### config.mk
export PLATFORM = sky130hd
export DESIGN_NAME = line_counter_with_return_stack
export DESIGN_NICKNAME = d
export VERILOG_FILES = /design/src/hw/rtl/lcrs_pkg.sv /design/src/hw/rtl/lcrs_cell.sv /design/src/hw/rtl/line_counter_with_return_stack.sv
export SDC_FILE = /design/constraint.sdc
export NUM_CORES = 1
export LEC_CHECK = 0
export BUFFER_PORTS_ARGS = -buffer_cell sky130_fd_sc_hd__buf_2
export CAP_MARGIN = 20
export CORE_MARGIN = 1.5
export CORE_UTILIZATION = 40
export CTS_BUF_LIST = sky130_fd_sc_hd__clkbuf_8
export CTS_CLUSTER_DIAMETER = 200
export DETAILED_ROUTE_END_ITERATION = 8
export SETUP_SLACK_MARGIN = 0.3
export SYNTH_ARGS = -nofsm -noshare
export SYNTH_HDL_FRONTEND = slang
export SYNTH_HIERARCHICAL = 1
export SYNTH_SLANG_ARGS = --single-unit
export TNS_END_PERCENT = 1
### constraint.sdc
create_clock -name clock -period 13.25 [get_ports clock]
set_input_delay 1.9875 -clock clock [delete_from_list [all_inputs] [get_ports clock]]
set_output_delay 1.9875 -clock clock [all_outputs]
set_load 0.005 [all_outputs]
### src/hw/rtl/lcrs_pkg.sv
// Package for the line counter with return stack.
// Holds command and status codes, field widths and parameter defaults.
// No dependencies.
package lcrs_pkg;

   localparam int TARGET_BITS       = 16;
   localparam int CFG_BITS          = 16;
   localparam int OUT_LINE_BITS     = 16;
   localparam int CMD_BITS          = 3;
   localparam int STATUS_BITS       = 3;

   localparam int STACK_DEPTH_DEF   = 16;
   localparam int LINE_BITS_DEF     = 16;

   localparam logic [CFG_BITS-1:0] LAST_LINE_RESET = 16'hFFFF;

   typedef enum logic [CMD_BITS-1:0] {
      CMD_STEP   = 3'd0,
      CMD_JUMP   = 3'd1,
      CMD_CALL   = 3'd2,
      CMD_RETURN = 3'd3,
      CMD_LAST   = 3'd4,
      CMD_READ   = 3'd5
   } cmd_type;

   localparam logic [STATUS_BITS-1:0] ST_OK      = 3'd0;
   localparam logic [STATUS_BITS-1:0] ST_ILLEGAL = 3'd1;
   localparam logic [STATUS_BITS-1:0] ST_EMPTY   = 3'd2;
   localparam logic [STATUS_BITS-1:0] ST_FULL    = 3'd3;
   localparam logic [STATUS_BITS-1:0] ST_HALTED  = 3'd4;

   // shift control for the row of stack cells
   typedef struct packed {
      logic push;
      logic pop;
   } stack_ctl_type;

endpackage

### src/hw/rtl/lcrs_cell.sv
// One entry of the return stack, a link in the chain of stack cells.
// Takes its neighbor's value on push or pop. Depends on lcrs_pkg.
module lcrs_cell import lcrs_pkg::*; #(
   parameter int LINE_BITS = LINE_BITS_DEF
) (
   input  logic                 clock,
   input  stack_ctl_type        ctl,
   input  logic [LINE_BITS-1:0] prev_value,
   input  logic [LINE_BITS-1:0] next_value,
   output logic [LINE_BITS-1:0] value
);

   logic [LINE_BITS-1:0] value_ff;
   logic [LINE_BITS-1:0] value_in;

   always_comb begin
      value_in = value_ff;
      if (ctl.push) begin
         value_in = prev_value;
      end else if (ctl.pop) begin
         value_in = next_value;
      end
   end

   always_ff @(posedge clock) begin
      value_ff <= value_in;
   end

   assign value = value_ff;

endmodule

### src/hw/rtl/line_counter_with_return_stack.sv
// Line counter with return stack: keeps the current line of a small interpreter
// (reset 1) and a return stack of STACK_DEPTH lines built as a row of shift
// cells whose first cell is the top. One request is accepted every cycle while
// not stalled; its response is registered in the next cycle. A new request is
// taken whenever the output register is empty or is drained in the same cycle.
// Jump or call past csr last_line, or return on an empty stack, halts the block;
// afterwards every request returns the held line with status "already halted".
// A call on a full stack is refused with status "stack full". The user must write
// last_line through the csr channel, which is always ready, only while idle; the
// block itself does not enforce it. Depends on lcrs_pkg and lcrs_cell.
module line_counter_with_return_stack import lcrs_pkg::*; #(
   parameter int STACK_DEPTH = STACK_DEPTH_DEF,
   parameter int LINE_BITS   = LINE_BITS_DEF
) (
   input  logic                     clock,
   input  logic                     reset,

   input  logic                     req_valid,
   output logic                     req_stall,
   input  logic [CMD_BITS-1:0]      req_command,
   input  logic [TARGET_BITS-1:0]   req_target_line,

   output logic                     rsp_valid,
   input  logic                     rsp_stall,
   output logic [OUT_LINE_BITS-1:0] rsp_current_line,
   output logic [STATUS_BITS-1:0]   rsp_status,
   output logic                     rsp_halted,

   input  logic                     csr_valid,
   output logic                     csr_ready,
   input  logic [CFG_BITS-1:0]      csr_last_line
);

   localparam int FILL_BITS = $clog2(STACK_DEPTH + 1);
   localparam int CMP_BITS  = (LINE_BITS > CFG_BITS) ? LINE_BITS : CFG_BITS;
   localparam logic [CMP_BITS-1:0]  LINE_MASK = CMP_BITS'({LINE_BITS{1'b1}});
   localparam logic [FILL_BITS-1:0] FILL_FULL = FILL_BITS'(STACK_DEPTH);

   logic [CFG_BITS-1:0]      last_line_ff;
   logic [LINE_BITS-1:0]     line_ff, line_in;
   logic [FILL_BITS-1:0]     fill_ff, fill_in;
   logic                     stopped_ff, stopped_in;
   logic                     rsp_valid_ff, rsp_valid_in;
   logic [OUT_LINE_BITS-1:0] rsp_line_ff;
   logic [STATUS_BITS-1:0]   rsp_status_ff, status_in;
   logic                     rsp_halted_ff;

   logic                     req_accept;
   logic [CMP_BITS-1:0]      last_cmp;
   logic                     illegal;
   logic                     stack_full;
   logic                     stack_empty;
   stack_ctl_type            stack_ctl;
   logic [LINE_BITS-1:0]     cell_value [STACK_DEPTH];

   assign req_stall  = rsp_valid_ff && rsp_stall;
   assign req_accept = req_valid && !req_stall;
   assign csr_ready  = 1'b1;

   assign last_cmp    = CMP_BITS'(last_line_ff) & LINE_MASK;
   assign illegal     = CMP_BITS'(req_target_line) > last_cmp;
   assign stack_full  = fill_ff == FILL_FULL;
   assign stack_empty = fill_ff == '0;

   always_comb begin
      line_in        = line_ff;
      fill_in        = fill_ff;
      stopped_in     = stopped_ff;
      status_in      = ST_OK;
      stack_ctl.push = 1'b0;
      stack_ctl.pop  = 1'b0;
      if (stopped_ff) begin
         status_in = ST_HALTED;
      end else begin
         case (cmd_type'(req_command))
            CMD_STEP: begin
               if (line_ff != '1) begin
                  line_in = line_ff + 1'b1;
               end
            end
            CMD_JUMP: begin
               if (illegal) begin
                  status_in  = ST_ILLEGAL;
                  stopped_in = 1'b1;
               end else begin
                  line_in = LINE_BITS'(req_target_line);
               end
            end
            CMD_CALL: begin
               // bounds check wins over the full check
               if (illegal) begin
                  status_in  = ST_ILLEGAL;
                  stopped_in = 1'b1;
               end else if (stack_full) begin
                  status_in = ST_FULL;
               end else begin
                  stack_ctl.push = 1'b1;
                  fill_in        = fill_ff + 1'b1;
                  line_in        = LINE_BITS'(req_target_line);
               end
            end
            CMD_RETURN: begin
               if (stack_empty) begin
                  status_in  = ST_EMPTY;
                  stopped_in = 1'b1;
               end else begin
                  stack_ctl.pop = 1'b1;
                  fill_in       = fill_ff - 1'b1;
                  line_in       = cell_value[0];
               end
            end
            CMD_LAST: begin
               line_in = LINE_BITS'(last_cmp);
            end
            default: begin
               // read and unused codes leave state alone
            end
         endcase
      end
      // drop all updates unless a request is taken
      if (!req_accept) begin
         stack_ctl.push = 1'b0;
         stack_ctl.pop  = 1'b0;
      end
   end

   generate
      for (genvar i = 0; i < STACK_DEPTH; i++) begin : g_cell
         logic [LINE_BITS-1:0] prev_value;
         logic [LINE_BITS-1:0] next_value;
         if (i == 0) begin : g_first
            assign prev_value = line_ff;
         end else begin : g_mid
            assign prev_value = cell_value[i-1];
         end
         if (i == STACK_DEPTH - 1) begin : g_last
            assign next_value = cell_value[i];
         end else begin : g_inner
            assign next_value = cell_value[i+1];
         end
         lcrs_cell #(
            .LINE_BITS (LINE_BITS)
         ) u_cell (
            .clock      (clock),
            .ctl        (stack_ctl),
            .prev_value (prev_value),
            .next_value (next_value),
            .value      (cell_value[i])
         );
      end
   endgenerate

   assign rsp_valid_in = req_accept || (rsp_valid_ff && rsp_stall);

   always_ff @(posedge clock) begin
      if (reset) begin
         last_line_ff <= LAST_LINE_RESET;
         line_ff      <= LINE_BITS'(1);
         fill_ff      <= '0;
         stopped_ff   <= 1'b0;
         rsp_valid_ff <= 1'b0;
      end else begin
         if (csr_valid && csr_ready) begin
            last_line_ff <= csr_last_line;
         end
         if (req_accept) begin
            line_ff    <= line_in;
            fill_ff    <= fill_in;
            stopped_ff <= stopped_in;
         end
         rsp_valid_ff <= rsp_valid_in;
      end
   end

   always_ff @(posedge clock) begin
      if (req_accept) begin
         rsp_line_ff   <= OUT_LINE_BITS'(line_in);
         rsp_status_ff <= status_in;
         rsp_halted_ff <= stopped_in;
      end
   end

   assign rsp_valid        = rsp_valid_ff;
   assign rsp_current_line = rsp_line_ff;
   assign rsp_status       = rsp_status_ff;
   assign rsp_halted       = rsp_halted_ff;

   a_fill_bound: assert property (@(posedge clock) disable iff (reset)
      fill_ff <= FILL_FULL)
      else $error("stack fill beyond depth");

   a_halt_sticky: assert property (@(posedge clock) disable iff (reset)
      stopped_ff |=> stopped_ff)
      else $error("halt cleared without reset");

   a_halt_holds_line: assert property (@(posedge clock) disable iff (reset)
      stopped_ff |=> ($stable(line_ff) && $stable(fill_ff)))
      else $error("state changed while halted");

   a_push_fill: assert property (@(posedge clock) disable iff (reset)
      (req_accept && stack_ctl.push) |=> (fill_ff == $past(fill_ff) + 1'b1))
      else $error("push did not advance fill");

   a_rsp_halt_status: assert property (@(posedge clock) disable iff (reset)
      (req_accept && stopped_ff) |=> (rsp_halted && rsp_status == ST_HALTED))
      else $error("halted request without halted status");

endmodule

# == Yosys cells after proc, flatten, opt, wreduce, memory -nomap -nowiden ==
# Cells that the tools add are included.
# word_totals
in_bits,40
register_bits,315
word_cells,105
out_inout_bits,23
# classes
n_lt_le_gt_ge,1
n_addsub,3
n_eq_ne,9
n_reduce_logical,10
bitwise_logic,1
muxes,57
# ops
operator,count
$mux 16,36
$pmux 16 s5,1
$add 16x1->16 const B,1
$gt 16x16->1,1
$ne 16x16->1 const B,1
$mux 5,3
$mux 2,5
$pmux 5 s2,1
$mux 1,9
$eq 3x2->1 const B,2
$ne 2x2->1 const B,3
$pmux 2 s3,1
$reduce_and 6->1,1
$add 5x1->5 const B,1
$eq 5x5->1 const B,1
$logic_not 5->1,1
$sub 5x1->5 const B,1
$reduce_bool 2->1,2
$eq 3x1->1 const B,1
$eq 3x3->1 const B,1
$logic_not 3->1,1
$logic_and 1x1->1,2
$pmux 1 s2,1
$reduce_or 2->1,1
3 further kinds,3

# == Longest topological paths before layout ==
# Gate-level depths: netlist (run 1).
# depth
depth_word,8
ltp_mapped,11
mapped_depth_nobuf,9

# == Hierarchy ==
# The synthesis (run 1) kept the hierarchy.
# modules_own_cells
mod,seq_area_each_um2,n_inst,area_each_um2,cells_each
lcrs_cell,480.5,16,732.0,35
line_counter_with_return_stack,1381.3,1,3943.8,448

# == Least setup slack after synthesis (run 1) ==
# No wires, ideal clock.
# synth_timing
path_kind,input-to-reg
start,input req_target_line[7]
end,"register g_cell[0].u_cell.value_ff[0], enable pin"
stages,10
n_path_buf,3
setup_time_ns,0.373
path_slack_ns,6.162
arrival_time_ns,6.715
required_time_ns,12.877
cell_sequence,ha_1 > a41oi_1 > o21ai_0 > o2bb2ai_1 > o31ai_2 > buf_2 > nor4b_1 > buf_6 > buf_12 > or2_1
# synth_lines
item,line,text
start: declaration,line_counter_with_return_stack.sv:21,"input logic [TARGET_BITS-1:0] req_target_line,"
end signal: assignment,lcrs_cell.sv:26,value_ff <= value_in;
end: declaration,lcrs_cell.sv:13,logic [LINE_BITS-1:0] value_ff;

==> results of run 1 <==
flip-flops by register name, indices dropped and copies added (netlist names), 3 cells and up:
| name | count |
|---|---|
| g_cell.u_cell/value | 256 |
| rsp_current_line | 16 |
| last_cmp | 16 |
| rsp_status | 3 |
| fill_ff | 5 |
| g_cell.prev_value | 16 |
cell usage after synthesis (all sizes together) (7+ instances only):
cell type  instances  area, µm²
clkbuf            19      76.32
nand2             55      209.0
inv               34      127.6
a22o               9      78.83
o21ai             15      75.07
mux2             256       3423
nand3              9      45.04
ha                20      250.2
dfxtp             39      780.8
buf               43      580.6
nor4               7      50.05
o211ai            17      127.6
nor2              22      85.09
a221oi             8      76.32
o2bb2ai           13      113.9
nand4              7      65.06
a21oi             34      170.2
edfxtp           276       8288
a31oi             10      68.81
or2               18      112.6
worst reg2reg max path, delay by kind of cell, from the launching register on:
family | cells | cell delay [ns]
flip-flops | 1 | 0.33
AND/OR/NAND/NOR | 4 | 1.89
AO/OA/AOI/OAI | 1 | 0.08
adder cells (fa/ha/maj) | 1 | 0.32
buffers and inverters | 4 | 1.85
kinds of logic after synthesis:
logic type / share of synthesized area (%)
multiplexers: 22.25
AO/OA/AOI/OAI: 7.833
XOR/XNOR: 0.3357
adder cells (fa/ha/maj): 1.726
other: 0.02395
buffers and inverters: 5.011
flip-flops: 57.93
AND/OR/NAND/NOR: 4.891
through the flow:
stage	hold slack [ns]	cells	power (µW)	worst slack [ns]
global route	0.5459	1632	2270	7.031
floorplan	0.4697	1008	1272	6.162
finish	0.5154	1632	2183	7.280
global placement	0.5022	1535	1314	6.756
detailed placement	0.5050	1535	1316	6.714
CTS	0.5193	1632	2215	7.359
cell type report:
| cell class | instances | area share, % |
|---|---|---|
| Multi-Input combinational cell | 597 | 33.94 |
| Inverter | 34 | 0.7438 |
| Clock inverter | 35 | 1.422 |
| Sequential cell | 315 | 52.85 |
| Clock buffer | 62 | 4.973 |
| Timing Repair Buffer | 71 | 2.290 |
| Tap cell | 518 | 3.777 |
layer usage:
| layer | routed length, µm | part of all wire (%) | vias to the layer above | global-route usage (%) |
|---|---|---|---|---|
| met5 | 0 | 0 | - | 0 |
| met4 | 1087 | 3.3 | 0 | 6.472 |
| met3 | 1877 | 5.8 | 77 | 2.711 |
| met2 | 14960 | 46 | 326 | 25.15 |
| met1 | 14540 | 45 | 4264 | 21.84 |
| li1 | - | - | 4055 | - |
final timing paths:
path,from,end,slack [ns]
worst max register to register,last_cmp[11],g_cell[5].u_cell/value[7],8.40
worst min register to register,last_cmp[11],last_cmp[11],0.52
worst min-delay path,last_cmp[11],last_cmp[11],0.52
worst max-delay path,req_target_line[11],g_cell[5].u_cell/value[7],7.28
power by group through the flow:
stage | combinational, µW | clock (µW) | sequential (µW)
6_report | 161 | 886 | 1140
5_1_grt | 175 | 956 | 1140
4_1_cts | 161 | 919 | 1140
3_5_place_dp | 159 | 0 | 1160
3_3_place_gp | 158 | 0 | 1160
2_1_floorplan | 128 | 0 | 1140
==> out/qor.yml, run 1 <==
clock_tree:
  clkSinkCount: 315
  clkTransAtPathRegs_ns: 0.06
  post_cts_buffers: 0
  cts_hold_buf: 0
  postCtsResizedCells: 0
  cts_max_path_buffers: 3
  root_buffer: "clkbuf_8"
  clock_latency_ns: 0.60
  cts_buffers: 54
  h-tree-depth: 2
  tritoncts: "yes"
grt:
  grt_max_degree: 173
  grt_pass1_wl_um: 50950
  grt_overflow_total: 0
  grt_pass1_vias: 8853
  antenna_found_initial: 0
  track_usage_pct: 15.93
worst_setup_path:
  cp.depth: 10
  worstRegToRegCells: 10
  critPathLaunchType: "primary input"
  crit_fanout: 172
  crit_family: "simple AND/OR/NAND/NOR gates"
  max_stage_delay_ns: 0.80
  arrival_ns: 6.19
  worst_setup_path_end_kind: "register"
  crit_chain: "buf_2 -> ha_1 -> nand4_1 -> nor4_1 -> inv_1 -> o31ai_2 -> nor4b_2 -> buf_12 -> buf_4 -> or2_1"
  path_class: "in2reg"
  cp_num_buf_inv: 4
  slowest_stage: "buf_4"
  cp.required_ns: 13.47
layout:
  final_common_cell: "edfxtp_1"
  fillCellCount: 3452
  multi_input_area_mm2: 0.005823
  final_util_pct: 44.40
  syn2layout_area_growth_pct: 9.599
  drive_gt1_share_pct: 38.60
  design_area_mm2: 0.01716
  layout_common_cells: "edfxtp_1, mux2_4, mux2_2"
  fin_nets: 1134
  num_antenna_cells: 0
  seq_area_mm2: 0.009069
power_and_ir_drop:
  pwr-share-clk_pct: 40.6
  p_leak_uw: 0.006274
  vdd_drop_max_mv: 0.06455
  switching_share_pct: 23.39
  seqPwrFrac_pct: 52.0
  power.net_switching_uw: 510.6
  p_int_uw: 1672
  pwr_density_cell_mw_per_mm2: 127.2
  comb_power_share_pct: 7.4
route:
  firstDrtPassIters: 5
  wire_per_inst_um: 19.89
  drt-vias-per-instance: 5.344
  vias: 8722
  drcViolationCount: 0
  drt_iter0_markers: 608
  finalWirelength_um: 32460
  postRouteAntennaNets: 0
flow_run:
  cap_violations: 0
timing:
  fin_worst_skew_ns: 0.02209
  fin_crit_ns: 5.970
  rsz0062_at_grt: "no"
  setup_viol: 0
  slew_viol_final: 0
  final.period_utilization_pct: 45.06
  setup_tns_ns: 0
  max_slew_margin_pct: 25.49
  finalHoldViolations: 0
  worstMarginPinSlew_ns: 1.118
  max_freq_ghz: 0.1675
synth:
  syn_avg_cell_area_um2: 15.53
  synth-seq-cells: 315
  ys.flop_type: "edfxtp_1"
  synth_edf_count: 276
  yosys_warnings: 6
  synth_cells: 1008
  synth.net_count: 1069
  yosysSeqAreaShare_pct: 57.93
  syn-cell-area_mm2: 0.01566
  async_flop_share_pct: 0
  yosysUniqueCellTypes: 80
die:
  core_mm2: 0.03865
  dieArea_mm2: 0.04033
  rows: 72
  io_pins: 63
  floorplan.initialDensity_pct: 40.51
  dieHeight_um: 200.8
  die_x_um: 200.8
place:
  dp_hpwl_um: 22300
  placed_area_mm2: 0.01606
  io_buffers: 61
  gp_congestion: 0.9238
worst_hold_path:
  hp-class: "reg2reg"
  worstHoldPathCells: 2
run_status:
  outcome: "finished, final reports clean"
Power figures use the tool's default switching activity.
==> run 2: changes to the inputs <==
- ABC_AREA: not set -> 1
- clock period: 13.25 -> 5.77 ns (I/O delays scaled with it)
==> out/qor.yml, run 2 <==
run_status:
  outcome: "finished, final reports clean"
route:
  drt_iter0_markers: 864
  wire_per_inst_um: 16.16
  postRouteAntennaNets: 0
  finalWirelength_um: 37340
  drcViolationCount: 0
  drt-vias-per-instance: 4.923
  firstDrtPassIters: 5
  vias: 11370
place:
  gp_congestion: 0.9234
  dp_hpwl_um: 26490
  dp_cells: 2212
  io_buffers: 61
  placed_area_mm2: 0.01600
timing:
  slew_viol_final: 0
  fin_crit_ns: 3.625
  finalHoldViolations: 0
  worstMarginPinSlew_ns: 1.101
  max_slew_margin_pct: 26.32
  fin_worst_skew_ns: 0.04205
  rsz0062_at_grt: "no"
  max_freq_ghz: 0.2758
  setup_viol: 0
  whs_ns: 0.4608
  setup_tns_ns: 0
  final.period_utilization_pct: 62.83
worst_setup_path:
  critPathLaunchType: "register"
  arrival_ns: 3.98
  cp_num_buf_inv: 5
  cpMostUsedCell: "nand2_1"
  crit_fanout: 115
  slowest_stage: "buf_4"
  max_stage_delay_ns: 0.63
  crit_chain: "inv_1 -> ha_1 -> nand2_1 -> inv_1 -> nand3_1 -> nor2_1 -> nand3_1 -> nand2_2 -> nor3b_2 -> buf_12 -> buf_4 -> inv_6 -> nand2_1 -> nand2_1"
  cp.required_ns: 6.12
  worst_setup_path_end_kind: "register"
  path_class: "reg2reg"
  crit_family: "buffers and inverters"
synth:
  yosys_warnings: 6
  yosysUniqueCellTypes: 42
  synth_cells: 1695
  synth.net_count: 1756
  yosys-top-cells-area: "edfxtp_1, nand2_1, dfxtp_1"
  synth.most_common_cell: "nand2_1"
  async_flop_share_pct: 0
  yosys.area.top_type: "edfxtp_1"
  synth-seq-cells: 315
  yosysSeqAreaShare_pct: 57.50
  synth_edf_count: 276
  ys.flop_type: "edfxtp_1"
  syn_avg_cell_area_um2: 9.305
  ys_top_cells_by_count: "nand2_1, edfxtp_1, inv_1, nand2_2, a21oi_1"
  syn-cell-area_mm2: 0.01577
  synth_top_area_share_pct: 52.55
clock_tree:
  h-tree-depth: 2
  clkTransAtPathRegs_ns: 0.06
  post_cts_buffers: 0
  tritoncts: "yes"
  postCtsResizedCells: 0
  cts_max_path_buffers: 3
  clock_latency_ns: 0.63
  cts_hold_buf: 0
  root_buffer: "clkbuf_8"
  clkSinkCount: 315
  cts_buffers: 53
power_and_ir_drop:
  pwr_density_cell_mw_per_mm2: 295.6
  seqPwrFrac_pct: 52.3
  comb_power_share_pct: 7.8
  pwr-share-clk_pct: 39.9
  fin_total_pwr_uw: 5042
  p_int_uw: 3767
  switching_share_pct: 25.28
  power.net_switching_uw: 1275
  p_leak_uw: 0.007423
  vdd_drop_max_mv: 0.1535
die:
  core_mm2: 0.03874
  io_pins: 63
  dieHeight_um: 201.6
  dieArea_mm2: 0.04063
  floorplan.initialDensity_pct: 40.72
  die_x_um: 201.6
  rows: 72
layout:
  final_common_cell: "nand2_1"
  drive_gt1_share_pct: 14.73
  fin_nets: 1810
  syn2layout_area_growth_pct: 8.115
  finalNonFillerCells: 2310
  largest_register_ffs: 256
  num_antenna_cells: 0
  layout_common_cells: "nand2_1, edfxtp_1, inv_1"
  design_area_mm2: 0.01705
grt:
  grt_pass1_wl_um: 60100
  antenna_found_initial: 0
  grt_pass1_vias: 11460
  grt_overflow_total: 0
  track_usage_pct: 18.56
  grt_max_degree: 116
flow_run:
  cap_violations: 0
worst_hold_path:
  hp-class: "in2reg"
-- run 2: power by group through the flow --
stage	Sequential (µW)	Combinational, µW	Clock [µW]
floorplan	2660	298	0
global placement	2690	383	0
detailed placement	2690	391	0
CTS	2640	393	2070
global route	2650	446	2170
finish	2640	392	2010
-- run 2: area by class of cell --
type	instances	area (µm²)
clock inverter	43	296.5
sequential	315	9069
fill	3931	21680
inverter	110	495.5
clock buffer	55	757.0
timing repair buffer	67	362.8
tap	518	648.1
multi-input combinational	1202	5424
-- run 2: logic make-up after synthesis --
logic type / after synthesis / synth area share [%]
other: 1 / 0.02378
adder cells (fa/ha/maj): 21 / 1.713
flip-flops: 315 / 57.50
AO/OA/AOI/OAI: 125 / 4.442
buffers and inverters: 178 / 8.179
XOR/XNOR: 8 / 0.4443
AND/OR/NAND/NOR: 1047 / 27.70
-- run 2: layer usage --
layer | GRT usage [%] | part of all wire, % | up-vias
met2 | 30.62 | 48 | 298
li1 | - | - | 5621
met5 | 0 | 0 | -
met4 | 6.903 | 3.0 | 0
met1 | 24.29 | 45 | 5373
met3 | 3.499 | 4.9 | 79
-- run 2: worst min-delay path, stage by stage --
cell and delay [ns]:
buf_2 0.07, a21oi_1 0.05, o21ai_0 0.06
-- run 2: final timing paths --
kind	startpoint	to	slack, ns	cells past startpoint
worst max-delay path	last_cmp[11]	g_cell[9].u_cell/value[0]	2.14	14
worst min-delay path	csr_last_line[2]	last_cmp[2]	0.46	3
worst max register to register	last_cmp[11]	g_cell[9].u_cell/value[0]	2.14	14
worst min register to register	rsp_valid	rsp_valid	0.49	2
-- run 2: metrics by stage --
stage	util (%)	worst slack [ns]
2_1_floorplan	-	1.027
3_3_place_gp	41.30	1.612
3_5_place_dp	41.30	1.556
4_1_cts	44.02	2.120
5_1_grt	44.02	1.787
6_report	44.02	2.145
==> run 3: changes to the inputs <==
- ABC_AREA: 1 -> 0
- clock period: 5.77 -> 3.4 ns (I/O delays scaled with it)
==> out/qor.yml, run 3 (synthesis gave the netlist of run 1 again) <==
clock_tree:
  clock_latency_ns: 0.61
  cts_max_path_buffers: 3
  tritoncts: "yes"
  clkTransAtPathRegs_ns: 0.06
  cts_hold_buf: 0
  h-tree-depth: 2
  cts_buffers: 54
  root_buffer: "clkbuf_8"
  clkSinkCount: 315
timing:
  whs_ns: 0.1246
  slew_viol_final: 0
  fin_worst_skew_ns: 0.01768
  max_freq_ghz: 0.3330
  max_slew_margin_pct: 26.46
  rsz0062_at_grt: "yes"
  worstMarginPinSlew_ns: 1.099
  setup_viol: 0
  final.period_utilization_pct: 88.32
  finalHoldViolations: 0
  fin_crit_ns: 3.003
worst_setup_path:
  reg2reg_slack_ns: 0.40
  crit_fanout: 10
  r2r-end: "g_cell[6].u_cell/value[8]"
  path_class: "reg2reg"
  arrival_ns: 3.37
  worstRegToRegCells: 12
  worst_setup_path_end_kind: "register"
  critPathLaunchType: "register"
  cp.required_ns: 3.76
  reg2reg_from: "last_cmp[15]"
run_status:
  outcome: "finished, final reports clean"
flow_run:
  cap_violations: 0
place:
  gp_congestion: 0.9076
  dp_hpwl_um: 21240
  io_buffers: 61
layout:
  num_antenna_cells: 0
  fillCellCount: 3411
  largest_register_ffs: 256
  seq_area_mm2: 0.009071
  layout_common_cells: "edfxtp_1, mux2_4, mux2_2"
  fin_nets: 1180
  multi_input_area_mm2: 0.005906
  syn2layout_area_growth_pct: 12.82
  final_common_cell: "edfxtp_1"
  drive_gt1_share_pct: 40.69
die:
  dieArea_mm2: 0.04033
  die_x_um: 200.8
  floorplan.initialDensity_pct: 40.51
  dieHeight_um: 200.8
  io_pins: 63
  core_mm2: 0.03865
  rows: 72
worst_hold_path:
  worstHoldPathCells: 3
  hp-class: "in2reg"
  holdPathEnd: "last_cmp[4]"
  hp-start: "csr_last_line[4]"
power_and_ir_drop:
  vdd_drop_max_mv: 0.3170
  switching_share_pct: 23.76
  comb_power_share_pct: 8.2
  pwr-share-clk_pct: 38.4
  pwr_density_cell_mw_per_mm2: 468.7
  p_leak_uw: 0.006552
  power.net_switching_uw: 1967
  p_int_uw: 6311
  fin_total_pwr_uw: 8278
  seqPwrFrac_pct: 53.4
route:
  firstDrtPassIters: 5
  vias: 8731
  finalWirelength_um: 31670
  drt-vias-per-instance: 5.203
  postRouteAntennaNets: 0
  drt_iter0_markers: 646
  drcViolationCount: 0
  wire_per_inst_um: 18.87
grt:
  grt_max_degree: 39
  track_usage_pct: 15.31
  grt_pass1_vias: 8691
  grt_pass1_wl_um: 49460
  antenna_found_initial: 0
  grt_overflow_total: 0
## run 3: final cells by class
type	count	area share, %
timing repair buffer	114	5.186
inverter	34	0.7226
tap	518	3.670
clock inverter	42	1.339
clock buffer	55	4.286
sequential	315	51.36
multi-input combinational	600	33.44
## run 3: routing by layer
layer	GRT usage (%)	vias up	wire (µm)
li1	-	4147	-
met1	22.04	4275	15460
met2	22.97	242	13850
met3	2.987	67	1504
met4	5.559	0	861
met5	0	-	0
## run 3: stage by stage
| step | worst slack, ns | instances | TNS [ns] | util, % | instance area, µm² |
|---|---|---|---|---|---|
| 6_report | 0.3971 | 1678 | 0 | 45.70 | 17660 |
| 5_1_grt | 0.2471 | 1678 | 0 | 45.70 | 17660 |
| 4_1_cts | 0.3253 | 1667 | 0 | 45.35 | 17530 |
| 3_5_place_dp | 0.01891 | 1569 | 0 | 42.76 | 16530 |
| 3_3_place_gp | 0.04655 | 1569 | 0 | 42.76 | 16530 |
| 2_1_floorplan | -0.3285 | 1008 | -49.67 | - | 15740 |
## run 3: critical path, stage by stage, from the launching register on
cell and delay, ns:
dfxtp_1 0.37, inv_1 0.07, ha_1 0.31, nand4_1 0.14, buf_4 0.18, nor4_2 0.24, inv_1 0.11, o31ai_4 0.08
nor4b_4 0.36, buf_4 0.21, buf_12 0.16, buf_4 0.21, mux2_4 0.31
## run 3: power by group through the flow
| stage | sequential, µW | combinational [µW] | clock, µW |
|---|---|---|---|
| floorplan | 4460 | 511 | 0 |
| finish | 4420 | 682 | 3180 |
| CTS | 4420 | 670 | 3300 |
| global placement | 4490 | 655 | 0 |
| global route | 4430 | 742 | 3460 |
| detailed placement | 4500 | 665 | 0 |
## run 3: repair_timing
action | in CTS | in global routing
gates resized for setup | 0 | 10
setup endpoints to repair | 130 | 350
pin swaps | 1 | 8
cloned | 0 | 6
setup buffers | 1 | 5
## run 3: how the worst max path moves through the flow
stage | cells after the start | slack (ns) | to | start
floorplan | 10 | -0.33 | g_cell[5].u_cell/value[0] | req_target_line[1]
finish | 12 | 0.40 | g_cell[6].u_cell/value[8] | last_cmp[15]
global placement | 10 | 0.05 | g_cell[8].u_cell/value[2] | req_target_line[11]
CTS | 10 | 0.33 | g_cell[2].u_cell/value[7] | last_cmp[7]
detailed placement | 10 | 0.02 | g_cell[8].u_cell/value[2] | req_target_line[11]
global route | 11 | 0.25 | g_cell[5].u_cell/value[8] | last_cmp[7]
